[config.mk]
export PLATFORM = sky130hd
export DESIGN_NAME = biquad_ram
export DESIGN_NICKNAME = d
export VERILOG_FILES = /design/src/rtl/biquad_ram.sv
export SDC_FILE = /design/constraint.sdc
export NUM_CORES = 1
export LEC_CHECK = 0
export BUFFER_PORTS_ARGS = -buffer_cell sky130_fd_sc_hd__buf_2
export CORE_ASPECT_RATIO = 1.5
export CORE_UTILIZATION = 45
export CTS_BUF_LIST = sky130_fd_sc_hd__clkbuf_2 sky130_fd_sc_hd__clkbuf_4 sky130_fd_sc_hd__clkbuf_8
export CTS_CLUSTER_DIAMETER = 100
export CTS_CLUSTER_SIZE = 10
export DETAILED_ROUTE_END_ITERATION = 12
export PLACE_DENSITY = 0.6
export SETUP_SLACK_MARGIN = 0.1
export SYNTH_ARGS = -nofsm -noshare
export SYNTH_HDL_FRONTEND = slang
export SYNTH_SLANG_ARGS = --single-unit
[constraint.sdc]
create_clock -name clk -period 6.85 [get_ports clk]
set_input_delay 0.685 -clock clk [delete_from_list [all_inputs] [get_ports clk]]
set_output_delay 0.685 -clock clk [all_outputs]
set_load 0.03 [all_outputs]
[src/rtl/biquad_ram.sv]
`timescale 1ns / 1ps
// ============================================================================
// biquad_ram
// Generic simple dual-port RAM: one write port, one read port, registered
// read data.
// ============================================================================
module biquad_ram #(
    parameter int WIDTH = 32,
    parameter int DEPTH = 16
) (
    input  logic                     clk,
    input  logic                     we,
    input  logic [$clog2(DEPTH)-1:0] waddr,
    input  logic [WIDTH-1:0]         wdata,
    input  logic [$clog2(DEPTH)-1:0] raddr,
    output logic [WIDTH-1:0]         rdata
);

    logic [WIDTH-1:0] mem [DEPTH];
    logic [WIDTH-1:0] rdata_reg;

    always_ff @(posedge clk)
    begin
        if (we)
        begin
            mem[waddr] <= wdata;
        end
        rdata_reg <= mem[raddr];
    end

    assign rdata = rdata_reg;

endmodule

==> metrics.csv <==
metric,value,unit
Final Hold Vio Count,0,
"Max FO, Critical Path",70,
Syn Nets,880,
Overall Power,6241,uW
share of layout cells above drive strength 1,35.40,%
M1 WL,17.72,mm
setup TNS,0,ns
die height,259.3,um
"Data required, critical path",7.36,ns
Worst path max stage delay,0.77,ns
Pleak,0.007099,uW
Synth top area share,77.44,%
max reg flops,512,
slowest CP cell,buf_4,
Rows,93,
most frequent cell after synthesis,edfxtp_1,
DPL Wire Length,19.34,mm
status,"complete, no violations",
CTS Hold Bufs,0,
synth warn,0,
Startpoint Class,input pin,
synth top area cells,"edfxtp_1 77%, mux4_2 15%, dfxtp_1 3.2%",
core area,43290,sq um
CTS tree,done,
met2 WL,20.58,mm
Post-synth EDFFs,512,
Critical Path Stages,5,
Critical Path Source,raddr[0],
post-synthesis sequential area ratio,80.67,%
H-tree depth,2,
Tightest Pin Transition,1.097,ns
Layout Nets,995,
vias in the first global route,9407,
DR pass1 iterations,5,
arrival time of the worst setup path,3.07,ns
Crit. End Element,register,
Final GP Congestion,0.7153,
num ports,74,
CP Cell Sequence,clkbuf_8 -> buf_4 -> mux4_2 -> a22oi_1 -> nand2_1,
worst path bufs/invs,2,
total number of vias,8869,
Setup Viol. Count Final,0,
GRT Resource Usage Total,18.76,%
drc violations,0,
"flops & latches, synth",544,
Die Width,173.5,um
first-pass GRT wire length,60.98,mm
starting density of the core,45.87,%
max layer used,met5,
"Min Clock Period, post-route",2.555,ns
Met3 Routed Length,1.921,mm
max frequency,391.3,MHz
Post-Route WL,40.99,mm
Root Driver,clkbuf_8,
worst reg-to-reg path cell count,3,
leading area contributor after synthesis,edfxtp_1,
TritonCTS Sinks,544,
clk slew on worst S/H paths,0.07,ns
worst-skew pair later-pin latency,0.65,ns
routed wire length per instance,26.07,um
HP Class,input pin to register,
ANT nets after route,0,
final critical-path share of the clock period,37.31,%
post-synth cell types,18,
FF-to-FF Start,mem[11][0],
Post-Syn Instances,838,
CTS Buffer Depth,3,
"Cell Area, Synth",19850,sq um
Async SR Flop Fraction,0,%
average size of a mapped cell,23.69,sq um
die area,44980,sq um
Num CTS Buffers,60,
antenna violations before repair,4,
DRT iter0 DRCs,736,
post-CTS setup repair buffer count,0,
max-slew violation count,0,
Max VDD drop,0.1393,mV
relative slew slack,26.89,%
area delta synth->final,11.98,%
critical path endpoint,rdata[11],
Layout Skew,0.02606,ns
vias per std cell,5.642,
reg-to-reg setup timing slack,5.51,ns
grt total ovfl,0,
Crit path max-delay family,buffers and inverters,
critical path type,input pin to register,
synth cell count leaders,"512 x edfxtp_1, 128 x mux4_2, 64 x a22oi_1",
post-CTS sizing,0,
reg2reg end,rdata[0],
RSZ-0062 raised after global routing,no,
power per cell area,280.7,nW/um^2
IO buf count,73,
largest net degree at the start of global routing,71,
number of max-cap violations,0,
Main synth FF type,edfxtp_1,
## per-stage QoR
step,instance area (sq um),worst slack (ns),cells,util [%],hold WS (ns)
final,22230,4.295,1572,51.36,0.4071
after floorplan,19850,2.985,838,-,0.6349
after detailed placement,21030,3.543,1461,48.58,0.6587
after CTS,22230,4.232,1570,51.35,0.3507
after global placement,21030,3.553,1461,48.58,0.6458
after global routing,22230,3.985,1571,51.36,0.3620
## worst register-to-register path: cells and delay by family (launching register included)
kind            cells  cell delay, ns
mux                 1            0.48
compound gates      1            0.21
flops               1            0.37
simple gates        1            0.13
## layout make-up
| class | instances | area, sq um |
|---|---|---|
| multi-input combinational | 251 | 3750 |
| clock inverter | 4 | 36.28 |
| tap | 570 | 713.2 |
| timing repair buffer | 96 | 549.3 |
| sequential | 544 | 16020 |
| fill | 3454 | 21050 |
| antenna | 2 | 5.005 |
| clock buffer | 105 | 1164 |
## layout by cell type, fill, tap and decap left out
cell type   count
nand3_1         1
nor2b_4         2
inv_6           1
dfxtp_1        32
buf_4          24
mux4_2        128
clkbuf_4       45
or3b_2          1
buf_2          71
nor3_2          4
nor2_4         13
diode_2         2
edfxtp_1      512
clkbuf_8       61
and2_2          1
nand2b_1        2
nand2_1        33
clkinv_4        1
nand3b_1        2
inv_8           1
a22oi_1        64
clkinvlp_4      1
## per-layer routing
layer,GRT usage (%),vias to the layer above
met5,0,-
met4,5.777,4
met3,2.753,59
met2,31.16,234
met1,25.84,4785
li1,-,3787
## power breakdown
| group | switching [uW] | total [uW] | internal, uW |
|---|---|---|---|
| Combinational | 223 | 353 | 130 |
| Sequential | 21.2 | 3740 | 3720 |
| Clock | 1090 | 2150 | 1060 |
## worst min path at each step
stage / from / to / slack (ns) / depth (start not counted)
after floorplan: mem[14][0] / rdata[0] / 0.63 / 3
after global placement: mem[12][20] / rdata[20] / 0.65 / 3
after detailed placement: mem[6][14] / rdata[14] / 0.66 / 3
after CTS: wdata[19] / mem[15][19] / 0.35 / 1
after global routing: wdata[28] / mem[3][28] / 0.36 / 1
final: wdata[25] / mem[4][25] / 0.41 / 1
## cells by family (layout without fill, tap and decap cells)
| logic type | count (synthesis) | count (layout) | share of synthesized area, % |
|---|---|---|---|
| flip-flops | 544 | 544 | 80.67 |
| multiplexers | 128 | 128 | 14.52 |
| AO/OA/AOI/OAI | 64 | 64 | 2.420 |
| AND/OR/NAND/NOR | 59 | 59 | 1.273 |
| buffers and inverters | 43 | 205 | 1.122 |
| other | 0 | 2 | 0 |
(Power assumes the default switching activity.)
