===== config.mk =====
export PLATFORM = sky130hd
export DESIGN_NAME = biquad_datapath
export DESIGN_NICKNAME = d
export VERILOG_FILES = /design/src/rtl/biquad_pkg.sv /design/src/rtl/biquad_datapath.sv
export SDC_FILE = /design/constraint.sdc
export NUM_CORES = 2
export LEC_CHECK = 0
export BUFFER_PORTS_ARGS = -buffer_cell sky130_fd_sc_hd__buf_2
export CELL_PAD_IN_SITES_DETAIL_PLACEMENT = 0
export CELL_PAD_IN_SITES_GLOBAL_PLACEMENT = 1
export CORE_MARGIN = 1
export CORE_UTILIZATION = 55
export DETAILED_ROUTE_END_ITERATION = 6
export PLACE_DENSITY = 0.94
export SLEW_MARGIN = 5
export SYNTH_ARGS = -nofsm -noshare
export SYNTH_HDL_FRONTEND = slang
export SYNTH_SLANG_ARGS = --single-unit

===== constraint.sdc =====
create_clock -name clk -period 25.1 [get_ports clk]
set_clock_uncertainty 0.1 [all_clocks]
set_input_delay 2.51 -clock clk [delete_from_list [all_inputs] [get_ports clk]]
set_output_delay 2.51 -clock clk [all_outputs]
set_load 0.005 [all_outputs]

===== src/rtl/biquad_pkg.sv =====
`timescale 1ns / 1ps
// ============================================================================
// biquad_pkg
// Shared constants, word types and control structs of the cascaded biquad
// filter: fixed-point widths, operation and coefficient codes, phase codes.
// ============================================================================
package biquad_pkg;

    localparam int MAX_SECTIONS   = 16;
    localparam int SAMPLE_BITS    = 24;
    localparam int COEF_FRAC_BITS = 28;

    localparam int NCOEF          = 5;
    localparam int COEF_BITS      = 32;
    localparam int DELAY_BITS     = 32;
    localparam int ACTIVE_BITS    = 5;
    localparam int SEC_BITS       = (MAX_SECTIONS > 1) ? $clog2(MAX_SECTIONS) : 1;
    localparam int COEF_DEPTH     = MAX_SECTIONS * NCOEF;
    localparam int COEF_ADDR_BITS = $clog2(COEF_DEPTH);
    localparam int PROD_BITS      = COEF_BITS + DELAY_BITS;
    localparam int RND_BITS       = PROD_BITS - COEF_FRAC_BITS;
    localparam int ACC_BITS       = RND_BITS + 2;

    // operation codes
    localparam logic [1:0] OP_FILTER     = 2'd0;
    localparam logic [1:0] OP_WRITE_COEF = 2'd1;
    localparam logic [1:0] OP_CLEAR      = 2'd2;

    // coefficient select codes
    localparam logic [2:0] SEL_A1 = 3'd0;
    localparam logic [2:0] SEL_A2 = 3'd1;
    localparam logic [2:0] SEL_B0 = 3'd2;
    localparam logic [2:0] SEL_B1 = 3'd3;
    localparam logic [2:0] SEL_B2 = 3'd4;

    // per-section phases; each PH_MUL_* phase names the product formed in that cycle
    localparam logic [2:0] PH_FETCH  = 3'd0;
    localparam logic [2:0] PH_MUL_A1 = 3'd1;
    localparam logic [2:0] PH_MUL_A2 = 3'd2;
    localparam logic [2:0] PH_MUL_B1 = 3'd3;
    localparam logic [2:0] PH_MUL_B2 = 3'd4;
    localparam logic [2:0] PH_MUL_B0 = 3'd5;
    localparam logic [2:0] PH_SUM_B0 = 3'd6;
    localparam logic [2:0] PH_SAT_Y  = 3'd7;

    typedef enum logic [1:0] {
        ST_IDLE,
        ST_RUN,
        ST_DONE
    } biquad_state_t;

    typedef struct packed {
        logic [1:0]                    operation;
        logic signed [SAMPLE_BITS-1:0] sample_in;
        logic [3:0]                    section_index;
        logic [2:0]                    coef_select;
        logic signed [COEF_BITS-1:0]   coef_value;
    } biquad_req_t;

    typedef struct packed {
        logic signed [SAMPLE_BITS-1:0] sample_out;
        logic                          saturated;
    } biquad_rsp_t;

    typedef struct packed {
        logic       start;
        logic       run;
        logic [2:0] phase;
        logic       coef_ok;
        logic       delay_ok;
    } biquad_ctl_t;

    typedef struct packed {
        logic                      coef_we;
        logic [COEF_ADDR_BITS-1:0] coef_waddr;
        logic [COEF_ADDR_BITS-1:0] coef_raddr;
        logic                      delay_we;
        logic [SEC_BITS-1:0]       delay_addr;
    } biquad_mem_t;

endpackage


===== src/rtl/biquad_datapath.sv =====
`timescale 1ns / 1ps
// ============================================================================
// biquad_datapath
// Shared multiply-accumulate for the biquad sections: one registered 32x32
// product per cycle, rounding, accumulation and saturation of w and y.
// ============================================================================
module biquad_datapath import biquad_pkg::*; (
    input  logic                        clk,
    input  logic                        rst_n,
    input  biquad_ctl_t                 ctl,
    input  biquad_req_t                 req_data,
    input  logic [COEF_BITS-1:0]        coef_rdata,
    input  logic [2*DELAY_BITS-1:0]     delay_rdata,
    output logic [2*DELAY_BITS-1:0]     delay_wdata,
    output biquad_rsp_t                 rsp
);

    localparam logic signed [PROD_BITS-1:0] ROUND_HALF =
        PROD_BITS'(64'd1 << (COEF_FRAC_BITS - 1));
    localparam logic signed [DELAY_BITS-1:0] DELAY_MAX =
        {1'b0, {(DELAY_BITS-1){1'b1}}};
    localparam logic signed [DELAY_BITS-1:0] DELAY_MIN =
        {1'b1, {(DELAY_BITS-1){1'b0}}};
    localparam logic signed [SAMPLE_BITS-1:0] OUT_MAX =
        {1'b0, {(SAMPLE_BITS-1){1'b1}}};
    localparam logic signed [SAMPLE_BITS-1:0] OUT_MIN =
        {1'b1, {(SAMPLE_BITS-1){1'b0}}};

    logic signed [DELAY_BITS-1:0] x_reg, x_next;
    logic signed [DELAY_BITS-1:0] w_reg, w_next;
    logic signed [DELAY_BITS-1:0] w1_reg, w1_next;
    logic signed [DELAY_BITS-1:0] w2_reg, w2_next;
    logic signed [PROD_BITS-1:0]  prod_reg, prod_next;
    logic signed [ACC_BITS-1:0]   acc_reg, acc_next;
    logic                         sat_reg, sat_next;

    logic signed [COEF_BITS-1:0]  mul_a;
    logic signed [DELAY_BITS-1:0] mul_b;
    logic signed [DELAY_BITS-1:0] rd_w1;
    logic signed [DELAY_BITS-1:0] rd_w2;
    logic signed [PROD_BITS-1:0]  prod_rnd;
    logic signed [RND_BITS-1:0]   rnd;
    logic                         acc_ovf;
    logic signed [DELAY_BITS-1:0] acc_sat;
    logic                         out_ovf;

    // unwritten entries read as zero
    assign mul_a = ctl.coef_ok  ? coef_rdata : '0;
    assign rd_w1 = ctl.delay_ok ? delay_rdata[2*DELAY_BITS-1:DELAY_BITS] : '0;
    assign rd_w2 = ctl.delay_ok ? delay_rdata[DELAY_BITS-1:0] : '0;

    assign prod_rnd = prod_reg + ROUND_HALF;
    assign rnd      = prod_rnd[PROD_BITS-1:COEF_FRAC_BITS];

    assign acc_ovf = !((&acc_reg[ACC_BITS-1:DELAY_BITS-1]) ||
                       (~|acc_reg[ACC_BITS-1:DELAY_BITS-1]));
    assign acc_sat = acc_ovf ? (acc_reg[ACC_BITS-1] ? DELAY_MIN : DELAY_MAX)
                             : acc_reg[DELAY_BITS-1:0];

    always_comb
    begin
        unique case (ctl.phase)
            PH_MUL_A1: mul_b = rd_w1;
            PH_MUL_A2: mul_b = w2_reg;
            PH_MUL_B1: mul_b = w1_reg;
            PH_MUL_B2: mul_b = w2_reg;
            PH_MUL_B0: mul_b = w_reg;
            default:   mul_b = '0;
        endcase
    end

    always_comb
    begin
        x_next    = x_reg;
        w_next    = w_reg;
        w1_next   = w1_reg;
        w2_next   = w2_reg;
        acc_next  = acc_reg;
        sat_next  = sat_reg;
        prod_next = mul_a * mul_b;
        if (ctl.start)
        begin
            x_next   = DELAY_BITS'(req_data.sample_in);
            sat_next = 1'b0;
        end
        else if (ctl.run)
        begin
            unique case (ctl.phase)
                PH_FETCH:
                begin
                end
                PH_MUL_A1:
                begin
                    w1_next = rd_w1;
                    w2_next = rd_w2;
                end
                PH_MUL_A2:
                begin
                    acc_next = ACC_BITS'(x_reg) + ACC_BITS'(rnd);
                end
                PH_MUL_B1:
                begin
                    acc_next = acc_reg + ACC_BITS'(rnd);
                end
                PH_MUL_B2:
                begin
                    // close w, start the y sum with b1*w1
                    w_next   = acc_sat;
                    sat_next = sat_reg | acc_ovf;
                    acc_next = ACC_BITS'(rnd);
                end
                PH_MUL_B0:
                begin
                    acc_next = acc_reg + ACC_BITS'(rnd);
                end
                PH_SUM_B0:
                begin
                    acc_next = acc_reg + ACC_BITS'(rnd);
                end
                PH_SAT_Y:
                begin
                    x_next   = acc_sat;
                    sat_next = sat_reg | acc_ovf;
                end
                default:
                begin
                end
            endcase
        end
    end

    always_ff @(posedge clk or negedge rst_n)
    begin
        if (!rst_n)
        begin
            sat_reg <= 1'b0;
        end
        else
        begin
            sat_reg <= sat_next;
        end
    end

    always_ff @(posedge clk)
    begin
        x_reg    <= x_next;
        w_reg    <= w_next;
        w1_reg   <= w1_next;
        w2_reg   <= w2_next;
        prod_reg <= prod_next;
        acc_reg  <= acc_next;
    end

    // delay_one takes w, delay_two takes the old w1
    assign delay_wdata = {w_reg, w1_reg};

    assign out_ovf = !((&x_reg[DELAY_BITS-1:SAMPLE_BITS-1]) ||
                       (~|x_reg[DELAY_BITS-1:SAMPLE_BITS-1]));

    always_comb
    begin
        rsp.sample_out = out_ovf ? (x_reg[DELAY_BITS-1] ? OUT_MIN : OUT_MAX)
                                 : x_reg[SAMPLE_BITS-1:0];
        rsp.saturated  = sat_reg | out_ovf;
    end

endmodule


==> impl_metrics.yaml <==
floorplan:
  die_area_um2: 86600
  ios: 259
  die_y_um: 294
  start_util_pct: 55.9
  core.rowCount: 106
  core_area_um2: 84100
  fp.dieW_um: 294
finish:
  largest_reg_flops: 38
  fillers: 7126
  area_growth_pct: 7.38
  drive_gt1_share_pct: 8.53
  final_nets: 6553
sta:
  slew_headroom_pct: 10.4
  fin_crit_sh_pct: 50.0
  setup_viol: 0
  worst_slew_pin_slew_ns: 1.34
  worst_slack_ns: 12.54
  drv_slew: 0
  rsz0062_at_grt: "false"
  fin_crit_ns: 12.56
  final_hold_viol_count: 0
  max_freq_mhz: 79.6
  tns_ns: 0
setup_path:
  reg2reg_depth: 26
  crit_fanout: 34
  timing.rr.end: "prod_reg[49]"
  endpoint_kind: "flip-flop"
  cpMostUsedCell: "fa_1"
  required_ns: 25.41
  cp_top_family: "adder cells"
  cp_slowest_cell: "a221o_1"
  reg2reg_from: "w_reg[8]"
  slowest_delay_ns: 0.91
  start_kind: "input pin"
  arrival_ns: 12.87
  critPathKind: "input pin to flip-flop"
  crit_buf_inv: 9
  reg2reg_slack_ns: 15.38
grt:
  antenna_found_initial: 7
  grt_pass1_wl_um: 228000
  grt_overflow_total: 0
  grt_max_degree: 67
  track_usage_pct: 35.5
  grt_pass1_vias: 38888
drt:
  drc: 0
  wirelength_um: 147000
  route.vias.total: 36256
  antenna_left: 0
  via_per_inst: 5.84
  wl_per_cell_um: 23.7
  firstDrtPassIters: 5
  drt_iter0_markers: 3120
synthesis:
  syn_area_um2: 47000
  synth_edf_count: 166
  yosys_warnings: 0
  synth_area_per_cell_um2: 9.48
  ys_seq_area_share_pct: 12.2
  synth_seq_cells: 204
  ys_types: 81
  synthCells: 4956
  syn_nets: 6463
  synth_top_flop_cell: "edfxtp_1"
  ys_async_sr_fraction_pct: 0.490
clock_network:
  cts.repair.resized: 0
  clkTransAtPathRegs_ns: 0.06
  h-tree-depth: 1
  insertion_delay_ns: 0.57
  cts_buffers: 24
  clock_path_buffers: 3
  cts.sinks: 204
  cts_tree: "built"
  post_cts_buffers: 0
  root_buffer: "clkbuf_16"
  hold_buffers: 0
place:
  io_buffer_count: 217
  pre_cts_ws_ns: 12.08
  place_congestion: 0.993
  hpwl_um: 113000
min_path:
  holdPathStages: 2
  min_to: "sat_reg"
  min_from: "sat_reg"
  min_path_type: "flip-flop to flip-flop"
run_status:
  status: "completed"
run:
  drv_cap: 0
==> layer usage <==
| layer | track usage (%) | routed length [um] | vias to the layer above |
|---|---|---|---|
| met5 | 0 | 25 | - |
| met3 | 7.76 | 15600 | 527 |
| met4 | 19.4 | 9650 | 4 |
| met1 | 45.2 | 53600 | 18345 |
| met2 | 56.7 | 68300 | 2031 |
| li1 | - | - | 15349 |
==> cells in the mapped netlist (31+ instances only) <==
cell type  instances  share of area [%]
xor2_1            49               0.91
a21oi_1          109                1.2
dfxtp_1           37                1.6
edfxtp_1         166                 11
and2_1           116                1.5
nand2_1          555                4.4
xnor2_1           91                1.7
nand3_1           44               0.47
nor2_1           596                4.8
nand2b_1          52               0.69
inv_1            979                7.8
o21ai_0           76               0.81
a22o_1            31               0.58
fa_1            1083                 46
ha_1             254                6.8
a21o_1           122                1.9
clkbuf_1         216                1.7
==> kinds of logic (layout without fill, tap and decap cells) <==
group                    count (synthesis)  in the layout  synth area share [%]
buffers and inverters                 1224           1332                  9.80
AND/OR/NAND/NOR                       1483           1483                  13.5
other                                    0              8                     0
XOR/XNOR                               140            140                  2.61
adder cells (fa/ha/maj)               1337           1337                  52.9
flip-flops                             204            204                  12.2
AO/OA/AOI/OAI                          538            538                  8.19
multiplexers                            30             30                 0.703
==> how the worst max path moves through the flow <==
| stage | from | cells past startpoint | endpoint | slack [ns] |
|---|---|---|---|---|
| 2_1_floorplan | ctl[4] | 33 | prod_reg[63] | 13.89 |
| 3_3_place_gp | ctl[3] | 32 | prod_reg[63] | 12.19 |
| 3_5_place_dp | ctl[3] | 32 | prod_reg[63] | 12.08 |
| 4_1_cts | ctl[3] | 32 | prod_reg[63] | 12.62 |
| 5_1_grt | ctl[3] | 32 | prod_reg[63] | 12.10 |
| 6_report | ctl[3] | 32 | prod_reg[63] | 12.54 |
==> stage by stage <==
step | util (%) | std cells | hold slack (ns) | instance area, um2
after global placement | 59.0 | 6154 | 0.379 | 49600
final | 60.0 | 6206 | 0.403 | 50400
after floorplan | - | 4956 | 0.358 | 47000
after global routing | 60.0 | 6203 | 0.440 | 50400
after CTS | 60.0 | 6198 | 0.404 | 50400
after detailed placement | 59.0 | 6154 | 0.391 | 49600
==> layout by cell type, fill, tap and decap left out, types with 19 or more instances in the layout <==
cell / netlist / final
nor2_1: 596 / 590
nand3_1: 44 / 44
clkbuf_16: 0 / 26
dfxtp_1: 37 / 37
edfxtp_1: 166 / 166
buf_2: 1 / 217
mux2_2: 24 / 24
a22oi_1: 19 / 19
xnor2_1: 91 / 91
a22o_1: 31 / 31
and3_1: 23 / 23
and2_1: 116 / 117
fa_1: 1083 / 1083
buf_4: 2 / 92
a21oi_1: 109 / 106
ha_1: 254 / 254
nor3_1: 27 / 26
xor2_1: 49 / 49
nand2b_1: 52 / 52
inv_1: 979 / 979
o21ai_0: 76 / 76
a221o_1: 27 / 25
a21o_1: 122 / 122
nand2_1: 555 / 555
==> final cells by class <==
| type | count | area, um2 | share of cell area (%) |
|---|---|---|---|
| well taps | 1134 | 1420 | 2.81 |
| inverters | 979 | 3670 | 7.29 |
| flip-flops and latches | 204 | 5750 | 11.4 |
| clock inverters | 15 | 159 | 0.315 |
| clock buffers | 29 | 663 | 1.31 |
| multi-input cells | 3528 | 37000 | 73.3 |
| repair buffers | 309 | 1780 | 3.52 |
| diodes | 8 | 20.0 | 0.0397 |
==> worst register-to-register path, stage by stage, from the launching register on <==
cell      delay [ns]
edfxtp_1        0.50
a22o_1          0.28
a221oi_2        0.98
nor2_1          0.17
fa_1            0.58
fa_1            0.58
inv_1           0.07
fa_1            0.52
fa_1            0.52
inv_1           0.06
fa_1            0.55
fa_1            0.43
fa_1            0.51
fa_1            0.42
ha_1            0.53
nand2_1         0.09
o21ai_0         0.83
a21oi_1         0.09
o211ai_1        0.16
nand2_1         0.22
o21ai_2         0.34
a21oi_4         0.13
o21ai_2         0.23
a21oi_1         0.17
o21bai_1        0.23
a21oi_1         0.11
xnor2_1         0.21
Power is not shown: default switching activity piles up to over one toggle a cycle in this logic, so the estimate is an artifact.
