==> config.mk <==
export PLATFORM = sky130hd
export DESIGN_NAME = biquad_seq
export DESIGN_NICKNAME = d
export VERILOG_FILES = /design/src/rtl/biquad_pkg.sv /design/src/rtl/biquad_seq.sv
export SDC_FILE = /design/constraint.sdc
export NUM_CORES = 1
export LEC_CHECK = 0
export ABC_AREA = 0
export CAP_MARGIN = 20
export CORE_ASPECT_RATIO = 1.1
export CORE_UTILIZATION = 71
export CTS_BUF_LIST = sky130_fd_sc_hd__clkbuf_8
export CTS_CLUSTER_DIAMETER = 50
export DETAILED_ROUTE_END_ITERATION = 12
export DONT_BUFFER_PORTS = 1
export PLACE_DENSITY = 0.87
export SYNTH_ARGS = -nofsm -noshare
export SYNTH_HDL_FRONTEND = slang
export SYNTH_SLANG_ARGS = --single-unit
==> constraint.sdc <==
create_clock -name clk -period 9.9 [get_ports clk]
set_clock_uncertainty 0.05 [all_clocks]
set_input_delay 1.98 -clock clk [delete_from_list [all_inputs] [get_ports clk]]
set_output_delay 1.98 -clock clk [all_outputs]
set_load 0.1 [all_outputs]
==> src/rtl/biquad_pkg.sv <==
`timescale 1ns / 1ps
// ============================================================================
// biquad_pkg
// Shared constants, word types and control structs of the cascaded biquad
// filter: fixed-point widths, operation and coefficient codes, phase codes.
// ============================================================================
package biquad_pkg;

    localparam int MAX_SECTIONS   = 16;
    localparam int SAMPLE_BITS    = 24;
    localparam int COEF_FRAC_BITS = 28;

    localparam int NCOEF          = 5;
    localparam int COEF_BITS      = 32;
    localparam int DELAY_BITS     = 32;
    localparam int ACTIVE_BITS    = 5;
    localparam int SEC_BITS       = (MAX_SECTIONS > 1) ? $clog2(MAX_SECTIONS) : 1;
    localparam int COEF_DEPTH     = MAX_SECTIONS * NCOEF;
    localparam int COEF_ADDR_BITS = $clog2(COEF_DEPTH);
    localparam int PROD_BITS      = COEF_BITS + DELAY_BITS;
    localparam int RND_BITS       = PROD_BITS - COEF_FRAC_BITS;
    localparam int ACC_BITS       = RND_BITS + 2;

    // operation codes
    localparam logic [1:0] OP_FILTER     = 2'd0;
    localparam logic [1:0] OP_WRITE_COEF = 2'd1;
    localparam logic [1:0] OP_CLEAR      = 2'd2;

    // coefficient select codes
    localparam logic [2:0] SEL_A1 = 3'd0;
    localparam logic [2:0] SEL_A2 = 3'd1;
    localparam logic [2:0] SEL_B0 = 3'd2;
    localparam logic [2:0] SEL_B1 = 3'd3;
    localparam logic [2:0] SEL_B2 = 3'd4;

    // per-section phases; each PH_MUL_* phase names the product formed in that cycle
    localparam logic [2:0] PH_FETCH  = 3'd0;
    localparam logic [2:0] PH_MUL_A1 = 3'd1;
    localparam logic [2:0] PH_MUL_A2 = 3'd2;
    localparam logic [2:0] PH_MUL_B1 = 3'd3;
    localparam logic [2:0] PH_MUL_B2 = 3'd4;
    localparam logic [2:0] PH_MUL_B0 = 3'd5;
    localparam logic [2:0] PH_SUM_B0 = 3'd6;
    localparam logic [2:0] PH_SAT_Y  = 3'd7;

    typedef enum logic [1:0] {
        ST_IDLE,
        ST_RUN,
        ST_DONE
    } biquad_state_t;

    typedef struct packed {
        logic [1:0]                    operation;
        logic signed [SAMPLE_BITS-1:0] sample_in;
        logic [3:0]                    section_index;
        logic [2:0]                    coef_select;
        logic signed [COEF_BITS-1:0]   coef_value;
    } biquad_req_t;

    typedef struct packed {
        logic signed [SAMPLE_BITS-1:0] sample_out;
        logic                          saturated;
    } biquad_rsp_t;

    typedef struct packed {
        logic       start;
        logic       run;
        logic [2:0] phase;
        logic       coef_ok;
        logic       delay_ok;
    } biquad_ctl_t;

    typedef struct packed {
        logic                      coef_we;
        logic [COEF_ADDR_BITS-1:0] coef_waddr;
        logic [COEF_ADDR_BITS-1:0] coef_raddr;
        logic                      delay_we;
        logic [SEC_BITS-1:0]       delay_addr;
    } biquad_mem_t;

endpackage

==> src/rtl/biquad_seq.sv <==
`timescale 1ns / 1ps
// ============================================================================
// biquad_seq
// Item sequencer: accepts words, walks sections and phases, drives the
// coefficient and delay memories and keeps their written-entry bits.
// ============================================================================
module biquad_seq import biquad_pkg::*; (
    input  logic                   clk,
    input  logic                   rst_n,
    input  logic                   req_valid,
    input  biquad_req_t            req_data,
    output logic                   req_ready,
    input  logic                   cfg_we,
    input  logic [ACTIVE_BITS-1:0] cfg_wdata,
    input  logic                   out_free,
    output logic                   emit,
    output logic                   emit_filter,
    output biquad_ctl_t            ctl,
    output biquad_mem_t            mem
);

    biquad_state_t state_reg, state_next;
    logic [2:0]             phase_reg, phase_next;
    logic [SEC_BITS-1:0]    sec_reg, sec_next;
    logic [ACTIVE_BITS-1:0] active_reg;
    logic [COEF_DEPTH-1:0]  coef_valid_reg, coef_valid_next;
    logic [MAX_SECTIONS-1:0] delay_valid_reg, delay_valid_next;
    logic                   coef_ok_reg;
    logic                   delay_ok_reg;

    logic                   accept;
    logic                   is_filter;
    logic                   last_phase;
    logic                   last_sec_hit;
    logic [SEC_BITS-1:0]    last_sec;
    logic [2:0]             rd_sel;

    assign accept     = req_valid && req_ready;
    assign is_filter  = (req_data.operation == OP_FILTER);
    assign last_phase = (phase_reg == PH_SAT_Y);

    // zero sections run as one, too many run as the maximum
    always_comb
    begin
        priority if (active_reg == '0)
        begin
            last_sec = '0;
        end
        else if (32'(active_reg) > MAX_SECTIONS)
        begin
            last_sec = SEC_BITS'(MAX_SECTIONS - 1);
        end
        else
        begin
            last_sec = SEC_BITS'(32'(active_reg) - 32'd1);
        end
    end

    assign last_sec_hit = (sec_reg == last_sec);

    // next state
    always_comb
    begin
        state_next = state_reg;
        unique case (state_reg)
            ST_IDLE:
            begin
                if (accept && is_filter)
                begin
                    state_next = ST_RUN;
                end
            end
            ST_RUN:
            begin
                if (last_phase && last_sec_hit)
                begin
                    state_next = ST_DONE;
                end
            end
            ST_DONE:
            begin
                if (out_free)
                begin
                    state_next = ST_IDLE;
                end
            end
            default:
            begin
                state_next = ST_IDLE;
            end
        endcase
    end

    // coefficient fetch order: a1, a2, b1, b2, b0
    always_comb
    begin
        unique case (phase_reg)
            PH_FETCH:  rd_sel = SEL_A1;
            PH_MUL_A1: rd_sel = SEL_A2;
            PH_MUL_A2: rd_sel = SEL_B1;
            PH_MUL_B1: rd_sel = SEL_B2;
            default:   rd_sel = SEL_B0;
        endcase
    end

    // outputs
    always_comb
    begin
        req_ready   = 1'b0;
        emit        = 1'b0;
        emit_filter = 1'b0;
        unique case (state_reg)
            ST_IDLE:
            begin
                req_ready = out_free;
                emit      = accept && !is_filter;
            end
            ST_RUN:
            begin
            end
            ST_DONE:
            begin
                emit        = out_free;
                emit_filter = 1'b1;
            end
            default:
            begin
            end
        endcase

        ctl.start    = (state_reg == ST_IDLE) && accept && is_filter;
        ctl.run      = (state_reg == ST_RUN);
        ctl.phase    = phase_reg;
        ctl.coef_ok  = coef_ok_reg;
        ctl.delay_ok = delay_ok_reg;

        mem.coef_we    = accept && (req_data.operation == OP_WRITE_COEF) &&
                         (32'(req_data.section_index) < MAX_SECTIONS) &&
                         (32'(req_data.coef_select) < NCOEF);
        mem.coef_waddr = COEF_ADDR_BITS'(32'(req_data.section_index) * NCOEF +
                                         32'(req_data.coef_select));
        mem.coef_raddr = COEF_ADDR_BITS'(32'(sec_reg) * NCOEF + 32'(rd_sel));
        mem.delay_we   = (state_reg == ST_RUN) && (phase_reg == PH_MUL_B0);
        mem.delay_addr = sec_reg;
    end

    // counters and written-entry bits
    always_comb
    begin
        phase_next       = phase_reg;
        sec_next         = sec_reg;
        coef_valid_next  = coef_valid_reg;
        delay_valid_next = delay_valid_reg;
        if (ctl.start)
        begin
            phase_next = PH_FETCH;
            sec_next   = '0;
        end
        else if (ctl.run)
        begin
            phase_next = phase_reg + 3'd1;
            if (last_phase)
            begin
                sec_next = last_sec_hit ? '0 : sec_reg + 1'b1;
            end
        end
        if (mem.coef_we)
        begin
            coef_valid_next[mem.coef_waddr] = 1'b1;
        end
        if (accept && (req_data.operation == OP_CLEAR))
        begin
            delay_valid_next = '0;
        end
        if (mem.delay_we)
        begin
            delay_valid_next[sec_reg] = 1'b1;
        end
    end

    always_ff @(posedge clk or negedge rst_n)
    begin
        if (!rst_n)
        begin
            state_reg       <= ST_IDLE;
            phase_reg       <= PH_FETCH;
            sec_reg         <= '0;
            active_reg      <= ACTIVE_BITS'(1);
            coef_valid_reg  <= '0;
            delay_valid_reg <= '0;
            coef_ok_reg     <= 1'b0;
            delay_ok_reg    <= 1'b0;
        end
        else
        begin
            state_reg       <= state_next;
            phase_reg       <= phase_next;
            sec_reg         <= sec_next;
            coef_valid_reg  <= coef_valid_next;
            delay_valid_reg <= delay_valid_next;
            // track the RAM read latency
            coef_ok_reg     <= coef_valid_reg[mem.coef_raddr];
            delay_ok_reg    <= delay_valid_reg[sec_reg];
            if (cfg_we)
            begin
                active_reg <= cfg_wdata;
            end
        end
    end

endmodule

==> out/summary.txt, run 1 <==
==========================================================================================
Number of antenna repair diodes .............................................            0
Total via count in the routed design ........................................        3,851
Share of synthesized registers carrying an async set or reset ...............       100.0%
Placer Congestion ...........................................................       0.8315
Placed inst area ............................................................ 0.005952 mm2
Number of buffers added by the clock tree synthesis step ....................            9
Number of pins exceeding their max-slew limit in the final report ...........            0
Count of warnings emitted by yosys ..........................................            0
Postcts setup bufs ..........................................................            0
Top cells by count, synth ................................................... sky130_fd_sc_hd__dfrtp_1, sky130_fd_sc_hd__a21o_1, sky130_fd_sc_hd__ha_1
Slowest cell delay on critical path .........................................      0.56 ns
Fin nets ....................................................................          577
Aggregate global routing overflow ...........................................            0
Post-synthesis to final-layout area growth ..................................       5.105%
Dominant register cell in the synthesized netlist ........................... sky130_fd_sc_hd__dfrtp_1
Maximum buffer depth of the clock tree ......................................            2
Horizontal die dimension ....................................................     88.61 um
Core Rows ...................................................................           34
Clock period minus final worst setup slack ..................................     6.536 ns
Count of flip-flops with a built-in enable after synthesis ..................            0
Average size of a mapped cell ...............................................    12.54 um2
Hpwl dp .....................................................................      8567 um
Sequential element share of the synthesized area ............................       47.86%
Largest fanout of any net on the critical path ..............................            3
Required arrival time at the worst endpoint .................................      7.87 ns
Synth cell types ............................................................           59
Sequential share of power ...................................................        32.0%
Cell at the root of the clock tree .......................................... sky130_fd_sc_hd__clkbuf_8
Psw .........................................................................      1029 uW
Power consumption ...........................................................      1961 uW
Mapped Nets .................................................................          578
TritonCTS clock tree ........................................................        built
Number of cells after detailed placement ....................................          563
Total power divided by cell area ............................................ 318.5 mW/mm2
Final Setup Violations ......................................................            0
Most frequent cell on the critical path ..................................... sky130_fd_sc_hd__ha_1
Effective utilization at floorplan ..........................................       73.64%
Number of port buffers ......................................................            0
Count of hold buffers inserted by post-cts repair ...........................            0
DR vias/cell ................................................................        6.651
Fraction of layout cells with a size suffix above 1 .........................       13.59%
Area of the mapped netlist .................................................. 0.005858 mm2
Critical-path cell with the highest stage delay ............................. sky130_fd_sc_hd__inv_1
Worst skew pair latency .....................................................      0.38 ns
Post-synthesis cell count ...................................................          467
Post-synthesis sequential element count .....................................          112
Maximum clock frequency .....................................................    153.0 MHz
Util after Layout ...........................................................       77.40%
TritonCTS Sinks .............................................................          112
Kind of critical path ....................................................... primary input to primary output
Status ...................................................................... complete, no violations
Total die area .............................................................. 0.008619 mm2
Top-level port count ........................................................          105
Vias in the first global route ..............................................        4,000
Biggest area contributors in the synthesized netlist ........................ sky130_fd_sc_hd__dfrtp_1, sky130_fd_sc_hd__a21o_1, sky130_fd_sc_hd__ha_1, sky130_fd_sc_hd__mux4_1, sky130_fd_sc_hd__mux4_2
Count of TritonRoute iterations in the first routing pass ...................            4
Hold Vio Cnt, Final .........................................................            0
Leakage .....................................................................  0.003464 uW
Kind of start point of the critical path .................................... primary input
Combinational fraction of design power ......................................        54.0%
Power Internal ..............................................................     932.5 uW
Maximum number of pins on one net before global-route repair ................          113
Count of unresolved DRC violations after routing ............................            0
H-tree depth reported by CTS ................................................            3
Antenna viol nets, final ....................................................            0
Average wire length per cell after detail routing ...........................     21.14 um
Post-detailed-routing wire length ...........................................    12,240 um
Non-Filler Cell Area, Final ................................................. 0.006157 mm2
Maximum VDD drop ............................................................    0.2304 mV
RSZ-0062 raised after global routing ........................................        false
Clk network pwr share .......................................................        13.9%
Number of antenna violations at the first check in global routing ...........            0
Area fraction of the dominant cell type after synthesis .....................       47.42%
Switch share ................................................................       52.45%
Total of max-cap violations .................................................            0
Setup TNS Final .............................................................         0 ns
Vertical die dimension ......................................................     97.27 um
Cell-by-cell trace of the critical path ..................................... ha_1 -> ha_1 -> ha_1 -> a21o_1 -> a21oi_1 -> o21bai_1 -> a21oi_1 -> inv_1
Number of flip-flops in the largest register ................................           80
Placeable core area ......................................................... 0.007955 mm2
Share of the clock period used by the worst path ............................       66.02%
Number of gates given a new drive strength after cts ........................            0
Overall fraction of global-route tracks in use ..............................       31.59%
Global-route wire length before repair ......................................    20,170 um
Clock edge transition at the registers on the reported setup and hold paths .      0.12 ns
Actual transition at the worst max-transition pin ...........................     1.170 ns
Class of the tightest hold or removal check ................................. flip-flop to flip-flop
Final std cells w/o fill ....................................................          579
Normalized max-slew margin ..................................................       22.06%
Most numerous cell in the Yosys netlist ..................................... sky130_fd_sc_hd__dfrtp_1
Arrival time at the worst endpoint ..........................................      4.51 ns
Nature of the critical path endpoint ........................................ primary output
Library cell occupying the most area in the post-synthesis netlist .......... sky130_fd_sc_hd__dfrtp_1
Detailed Route Iter0 Violations .............................................          238
==========================================================================================
kinds of logic (layout without fill, tap and decap cells):
group                    after synthesis  after routing  share of synthesized area [%]
AO/OA/AOI/OAI                        138            138                          17.36
XOR/XNOR                              11             11                          1.645
adder cells (fa/ha/maj)               38             38                          8.287
buffers and inverters                 45             49                          3.844
flip-flops                           112            112                          47.86
multiplexers                          32             32                          12.32
AND/OR/NAND/NOR                       91             91                          8.672
layout by cell type (no fill, tap or decap), types with 8 or more instances in the layout:
master                     Yosys  routed
sky130_fd_sc_hd__mux4_1       16      16
sky130_fd_sc_hd__and2_1        8       8
sky130_fd_sc_hd__nor2_1       19      16
sky130_fd_sc_hd__ha_1         34      33
sky130_fd_sc_hd__dfrtp_1     111     111
sky130_fd_sc_hd__mux4_2       11      11
sky130_fd_sc_hd__a21o_1       67      67
sky130_fd_sc_hd__a21oi_1      10       9
sky130_fd_sc_hd__a22o_1       17      17
sky130_fd_sc_hd__nand2_1      22      22
sky130_fd_sc_hd__inv_1        20      20
sky130_fd_sc_hd__o21bai_1     17      17
sky130_fd_sc_hd__buf_4         3       9
sky130_fd_sc_hd__clkbuf_8      1       9
stage by stage:
step	setup slack [ns]	hold WS (ns)
final	3.364	0.4094
after global routing	3.191	0.4206
after CTS	3.382	0.4120
after detailed placement	3.401	0.3865
after global placement	3.460	0.3797
after floorplan	3.609	0.3696
metal layers:
layer | vias to the layer above | wire length, um | global-route usage, % | part of all wire, %
met2 | 138 | 6234 | 49.64 | 51
met4 | 0 | 465 | 17.12 | 3.8
li1 | 1721 | - | - | -
met1 | 1958 | 4908 | 41.48 | 40
met3 | 34 | 633 | 5.862 | 5.2
met5 | - | 0 | 0 | 0
worst paths after layout:
| kind | cells past startpoint | slack [ns] | end | from |
|---|---|---|---|---|
| max | 8 | 3.36 | mem[18] | req_data[35] |
| min reg2reg | 1 | 0.41 | coef_valid_reg[43] | coef_valid_reg[43] |
| min | 1 | 0.41 | coef_valid_reg[43] | coef_valid_reg[43] |
| max reg2reg | 10 | 5.15 | coef_ok_reg | phase_reg[0] |
| max in group asynchronous | 0 | 8.35 | active_reg[0] | rst_n |
| min in group asynchronous | 0 | 1.22 | state_reg[1] | rst_n |
final cells by class:
class | instances | area [um2]
clock inverter | 7 | 81.33
fill | 489 | 1798
tap | 108 | 135.1
sequential | 112 | 2804
multi-input combinational | 310 | 2855
timing repair buffer | 9 | 67.56
clock buffer | 9 | 123.9
inverter | 24 | 90.09
power by group through the flow:
stage	combinational (uW)	clock (uW)	sequential, uW
floorplan	893	0	655
global placement	1030	0	633
detailed placement	1050	0	637
CTS	1060	278	629
global route	1110	297	637
finish	1060	273	628
critical path: cells and delay by family:
kind,cells,cell delay [ns]
fa+ha+maj,3,0.91
buf+inv,1,0.56
compound gates,4,1.04
Note: power is estimated with default switching activity, not from simulation.
==> inputs of run 2 (changes only) <==
--- a/config.mk
+++ b/config.mk
@@ -8,12 +8,12 @@
 export ABC_AREA = 0
 export CAP_MARGIN = 20
 export CORE_ASPECT_RATIO = 1.1
-export CORE_UTILIZATION = 71
+export CORE_UTILIZATION = 66
 export CTS_BUF_LIST = sky130_fd_sc_hd__clkbuf_8
 export CTS_CLUSTER_DIAMETER = 50
 export DETAILED_ROUTE_END_ITERATION = 12
 export DONT_BUFFER_PORTS = 1
-export PLACE_DENSITY = 0.87
+export PLACE_DENSITY = 0.82
 export SYNTH_ARGS = -nofsm -noshare
 export SYNTH_HDL_FRONTEND = slang
 export SYNTH_SLANG_ARGS = --single-unit
==> constraint.sdc (replaced) <==
create_clock -name clk -period 6.8 [get_ports clk]
set_clock_uncertainty 0.05 [all_clocks]
set_input_delay 1.36 -clock clk [delete_from_list [all_inputs] [get_ports clk]]
set_output_delay 1.36 -clock clk [all_outputs]
set_load 0.1 [all_outputs]
==> out/summary.txt, run 2 (synthesis gave the netlist of run 1 again) <==
==========================================================================================
Psw .........................................................................      1452 uW
RSZ-0062 raised after global routing ........................................        false
TritonCTS clock tree ........................................................        built
Share of the clock period used by the worst path ............................       80.54%
Clock edge transition at the registers on the reported setup and hold paths .      0.10 ns
Total via count in the routed design ........................................        3,796
Area taken by multi-input logic gates ....................................... 0.002855 mm2
Combinational fraction of design power ......................................        53.7%
Clk network pwr share .......................................................        14.2%
Worst-case setup margin in the final layout .................................     1.323 ns
Placed inst area ............................................................ 0.005956 mm2
Power Internal ..............................................................      1400 uW
Fraction of layout cells with a size suffix above 1 .........................       13.38%
Kind of start point of the critical path ....................................    flip-flop
Effective utilization at floorplan ..........................................       68.95%
TritonCTS Sinks .............................................................          112
Post-detailed-routing wire length ...........................................    12,130 um
Vias in the first global route ..............................................        3,821
Maximum number of pins on one net before global-route repair ................          113
Number of antenna repair diodes .............................................            0
Actual transition at the worst max-transition pin ...........................     1.190 ns
Number of gates given a new drive strength after cts ........................            0
Post-synthesis to final-layout area growth ..................................       5.190%
Number of antenna violations at the first check in global routing ...........            0
Number of flip-flops in the largest register ................................           80
DR vias/cell ................................................................        6.522
Horizontal die dimension ....................................................     91.83 um
Leakage .....................................................................  0.003468 uW
Count of TritonRoute iterations in the first routing pass ...................            7
Largest fanout of any net on the critical path ..............................            5
Hpwl dp .....................................................................      8502 um
Overall fraction of global-route tracks in use ..............................       27.96%
Number of port buffers ......................................................            0
Setup TNS Final .............................................................         0 ns
Cell at the root of the clock tree .......................................... sky130_fd_sc_hd__clkbuf_8
Arrival time at the worst endpoint ..........................................      4.07 ns
Switch share ................................................................       50.89%
Aggregate global routing overflow ...........................................            0
Hold Vio Cnt, Final .........................................................            0
Required arrival time at the worst endpoint .................................      5.39 ns
Number of buffers added by the clock tree synthesis step ....................            9
Kind of critical path ....................................................... flip-flop to primary output
Commonest non-fill, non-tap cell in the layout .............................. sky130_fd_sc_hd__dfrtp_1
Final Setup Violations ......................................................            0
Total power divided by cell area ............................................ 462.8 mW/mm2
Status ...................................................................... complete, no violations
Maximum buffer depth of the clock tree ......................................            2
Vertical die dimension ......................................................     100.8 um
Worst skew pair latency .....................................................      0.37 ns
Placer Congestion ...........................................................       0.8078
Layout filler cell count ....................................................          558
Most frequent cells in the layout ........................................... sky130_fd_sc_hd__dfrtp_1, sky130_fd_sc_hd__a21o_1, sky130_fd_sc_hd__ha_1
Total die area .............................................................. 0.009257 mm2
Placeable core area ......................................................... 0.008496 mm2
H-tree depth reported by CTS ................................................            3
Sequential share of power ...................................................        32.0%
Count of hold buffers inserted by post-cts repair ...........................            0
Core Rows ...................................................................           35
Normalized max-slew margin ..................................................       20.71%
Average wire length per cell after detail routing ...........................     20.84 um
Class of the tightest hold or removal check ................................. flip-flop to flip-flop
Maximum VDD drop ............................................................    0.4291 mV
Non-Filler Cell Area, Final ................................................. 0.006162 mm2
Clock period minus final worst setup slack ..................................     5.477 ns
Count of unresolved DRC violations after routing ............................            0
Maximum clock frequency .....................................................    182.6 MHz
Global-route wire length before repair ......................................    19,660 um
Antenna viol nets, final ....................................................            0
Number of pins exceeding their max-slew limit in the final report ...........            0
Fin nets ....................................................................          577
Area taken by flip-flops and latches ........................................ 0.002804 mm2
Total of max-cap violations .................................................            0
Nature of the critical path endpoint ........................................ primary output
Detailed Route Iter0 Violations .............................................          175
Postcts setup bufs ..........................................................            0
Setup slack at placement ....................................................     1.549 ns
Top-level port count ........................................................          105
==========================================================================================
==> run 2: cell types whose count changed in the layout (fill, tap and decap cells not counted) <==
cell / delta
sky130_fd_sc_hd__clkinv_8: -2
sky130_fd_sc_hd__inv_1: +1
sky130_fd_sc_hd__inv_8: -2
sky130_fd_sc_hd__bufinv_16: +1
sky130_fd_sc_hd__inv_6: -1
sky130_fd_sc_hd__clkinv_4: -1
sky130_fd_sc_hd__clkinvlp_4: +1
sky130_fd_sc_hd__clkinv_2: +1
sky130_fd_sc_hd__clkbuf_8: +2
==> run 2: area by class of cell <==
class | instances | area share (%)
Inverter | 24 | 1.462
Multi-Input combinational cell | 310 | 46.34
Timing Repair Buffer | 9 | 1.096
Tap cell | 111 | 2.254
Clock inverter | 5 | 0.8934
Clock buffer | 11 | 2.457
Sequential cell | 112 | 45.50
==> run 2: power by group through the flow <==
stage	logic [uW]	clock network (uW)	registers (uW)
after floorplan	1300	0	953
final	1530	405	914
after CTS	1530	417	913
after global routing	1620	440	924
after detailed placement	1530	0	927
after global placement	1500	0	921
==> run 2: path summary, 6_finish.rpt <==
path / depth (start not counted) / slack, ns / from / to
max: 9 / 1.32 / phase_reg[0] / mem[11]
min: 1 / 0.40 / coef_valid_reg[48] / coef_valid_reg[48]
max reg2reg: 10 / 2.08 / phase_reg[0] / coef_ok_reg
min reg2reg: 1 / 0.40 / coef_valid_reg[48] / coef_valid_reg[48]
max in group asynchronous: 0 / 5.84 / rst_n / active_reg[0]
min in group asynchronous: 0 / 0.63 / rst_n / state_reg[1]
==> run 2: critical path, stage by stage, from the launching register on <==
cell and delay (ns):
sky130_fd_sc_hd__dfrtp_1 0.79, sky130_fd_sc_hd__ha_1 0.45, sky130_fd_sc_hd__ha_1 0.18, sky130_fd_sc_hd__nor2b_1 0.13, sky130_fd_sc_hd__ha_1 0.38, sky130_fd_sc_hd__ha_1 0.29
sky130_fd_sc_hd__nand3_1 0.14, sky130_fd_sc_hd__a21oi_1 0.39, sky130_fd_sc_hd__o21ai_0 0.13, sky130_fd_sc_hd__nand2b_1 0.81
==> run 2: routing by layer <==
| layer | share of wire [%] | wire length (um) | track usage (%) | vias to the layer above |
|---|---|---|---|---|
| met5 | 0 | 0 | 0 | - |
| met4 | 1.9 | 225 | 9.856 | 0 |
| met3 | 4.6 | 557 | 4.827 | 20 |
| met2 | 52 | 6282 | 47.25 | 112 |
| met1 | 42 | 5063 | 37.08 | 1947 |
| li1 | - | - | - | 1717 |
==> run 2: metrics by stage <==
| stage | util [%] | hold slack (ns) | std cells | power (uW) |
|---|---|---|---|---|
| finish | 72.53 | 0.4032 | 582 | 2852 |
| global route | 72.53 | 0.4181 | 582 | 2982 |
| CTS | 72.53 | 0.4089 | 582 | 2864 |
| detailed placement | 70.10 | 0.3861 | 566 | 2457 |
| global placement | 70.10 | 0.3789 | 566 | 2419 |
| floorplan | - | 0.3696 | 467 | 2254 |
==> inputs of run 3 (changes only) <==
==> constraint.sdc (replaced) <==
create_clock -name clk -period 5.2 [get_ports clk]
set_clock_uncertainty 0.05 [all_clocks]
set_input_delay 1.04 -clock clk [delete_from_list [all_inputs] [get_ports clk]]
set_output_delay 1.04 -clock clk [all_outputs]
set_load 0.1 [all_outputs]
==> out/summary.txt, run 3 (synthesis gave the netlist of run 1 again) <==
==========================================================================================
Placeable core area ......................................................... 0.008496 mm2
Maximum VDD drop ............................................................    0.3492 mV
Class of the tightest hold or removal check ................................. primary input to async pin
Total of max-cap violations .................................................            0
Antenna viol nets, final ....................................................            0
Fin nets ....................................................................          585
Vias in the first global route ..............................................        4,022
TritonCTS clock tree ........................................................        built
Post-synthesis to final-layout area growth ..................................       6.002%
Required arrival time at the worst endpoint .................................      4.11 ns
Postcts setup bufs ..........................................................            0
Most frequent cell on the critical path ..................................... sky130_fd_sc_hd__ha_1
Count of hold buffers inserted by post-cts repair ...........................            0
Nature of the critical path endpoint ........................................ primary output
Maximum number of pins on one net before global-route repair ................          113
Crit-path leading delay family ..............................................  adder cells
Vertical die dimension ......................................................     100.8 um
Number of buffers added by the clock tree synthesis step ....................            9
Average wire length per cell after detail routing ...........................     20.37 um
Total die area .............................................................. 0.009257 mm2
Cell-by-cell trace of the critical path ..................................... ha_1 -> ha_1 -> ha_1 -> a21o_1 -> a21oi_1 -> o21bai_1 -> a21oi_1 -> buf_4 -> inv_1
Arrival time at the worst endpoint ..........................................      3.29 ns
Horizontal die dimension ....................................................     91.83 um
Most frequent cells in the layout ........................................... sky130_fd_sc_hd__dfrtp_1, sky130_fd_sc_hd__a21o_1, sky130_fd_sc_hd__ha_1
Number of flip-flops in the largest register ................................           80
Final Setup Violations ......................................................            0
RSZ-0062 raised after global routing ........................................        false
Area taken by flip-flops and latches ........................................ 0.002804 mm2
Slowest cell delay on critical path .........................................      0.60 ns
Largest fanout of any net on the critical path ..............................            3
Clock edge transition at the registers on the reported setup and hold paths .      0.11 ns
Detailed Route Iter0 Violations .............................................          200
Post-detailed-routing wire length ...........................................    12,020 um
Share of the clock period used by the worst path ............................       84.28%
Maximum buffer depth of the clock tree ......................................            2
Cell at the root of the clock tree .......................................... sky130_fd_sc_hd__clkbuf_8
Clock period minus final worst setup slack ..................................     4.383 ns
Placed inst area ............................................................ 0.006016 mm2
Aggregate global routing overflow ...........................................            0
Number of pins exceeding their max-slew limit in the final report ...........            0
Number of port buffers ......................................................            0
Non-Filler Cell Area, Final ................................................. 0.006210 mm2
Layout filler cell count ....................................................          557
Count of buffering cells on the critical path with inverters included .......            2
Core Rows ...................................................................           35
DR vias/cell ................................................................        6.456
TritonCTS Sinks .............................................................          112
Hpwl dp .....................................................................      8303 um
Count of TritonRoute iterations in the first routing pass ...................            4
Area taken by multi-input logic gates ....................................... 0.002855 mm2
Kind of critical path ....................................................... primary input to primary output
Critical-path cell with the highest stage delay ............................. sky130_fd_sc_hd__inv_1
Commonest non-fill, non-tap cell in the layout .............................. sky130_fd_sc_hd__dfrtp_1
Setup TNS Final .............................................................         0 ns
Number of gates given a new drive strength after cts ........................            0
Kind of start point of the critical path .................................... primary input
Leakage .....................................................................  0.003501 uW
Number of antenna repair diodes .............................................            0
Maximum clock frequency .....................................................    228.2 MHz
Placer Congestion ...........................................................       0.8156
H-tree depth reported by CTS ................................................            3
Normalized max-slew margin ..................................................       20.78%
Total via count in the routed design ........................................        3,809
Fraction of layout cells with a size suffix above 1 .........................       14.82%
Count of unresolved DRC violations after routing ............................            0
Overall fraction of global-route tracks in use ..............................       28.79%
Worst skew pair latency .....................................................      0.37 ns
Effective utilization at floorplan ..........................................       68.95%
Number of antenna violations at the first check in global routing ...........            0
Hold Vio Cnt, Final .........................................................            0
Status ...................................................................... complete, no violations
Top-level port count ........................................................          105
Actual transition at the worst max-transition pin ...........................     1.189 ns
Global-route wire length before repair ......................................    20,300 um
Total power divided by cell area ............................................ 605.0 mW/mm2
==========================================================================================
## run 3: final timing paths
path	startpoint	depth (start not counted)	endpoint	slack [ns]
min in group clk	coef_valid_reg[25]	1	coef_valid_reg[25]	0.40
hold / removal	rst_n	0	coef_valid_reg[8]	0.30
max in group asynchronous	rst_n	0	active_reg[0]	4.56
setup reg to reg	phase_reg[0]	12	coef_ok_reg	1.34
hold reg to reg	coef_valid_reg[25]	1	coef_valid_reg[25]	0.40
setup / recovery	req_data[35]	9	mem[18]	0.82
## run 3: cell type report
cell class,instances,area share [%]
tap,111,2.237
clock buffer,12,2.660
clock inverter,4,0.4634
timing repair buffer,17,2.055
inverter,24,1.451
multi-input combinational,310,45.98
sequential,112,45.15
## run 3: stage by stage
step	std cells	power (uW)	utilization, %	worst slack, ns	hold WS [ns]
after floorplan	467	2947	-	0.08139	0.3696
after global placement	574	3207	70.81	0.8926	0.3794
after detailed placement	574	3260	70.81	0.8135	0.3858
after CTS	590	3767	73.09	0.8196	0.2873
after global routing	590	3929	73.09	0.6940	0.2782
final	590	3757	73.09	0.8174	0.2968
## run 3: worst register-to-register path, stage by stage, from the launching register on
cell,delay [ns]
sky130_fd_sc_hd__dfrtp_1,0.46
sky130_fd_sc_hd__inv_1,0.07
sky130_fd_sc_hd__ha_1,0.21
sky130_fd_sc_hd__or2_2,0.28
sky130_fd_sc_hd__ha_1,0.27
sky130_fd_sc_hd__ha_1,0.23
sky130_fd_sc_hd__fa_2,0.36
sky130_fd_sc_hd__xnor2_1,0.48
sky130_fd_sc_hd__inv_2,0.44
sky130_fd_sc_hd__mux4_2,0.57
sky130_fd_sc_hd__inv_1,0.10
sky130_fd_sc_hd__o21a_1,0.11
sky130_fd_sc_hd__o22ai_1,0.08
## run 3: layer usage
metal / up-vias / GRT usage, % / routed length [um]
li1: 1732 / - / -
met1: 1934 / 39.28 / 5165
met2: 120 / 46.56 / 5919
met3: 23 / 4.525 / 654
met4: 0 / 12.74 / 279
met5: - / 0 / 0
## run 3: power by group
group	internal [uW]	leakage, uW	total (uW)	switching, uW
combinational	633	0.00187	2130	1500
sequential	986	0.00153	1120	131
clock	215	0.000100	508	292
total	1830	0.00350	3760	1920
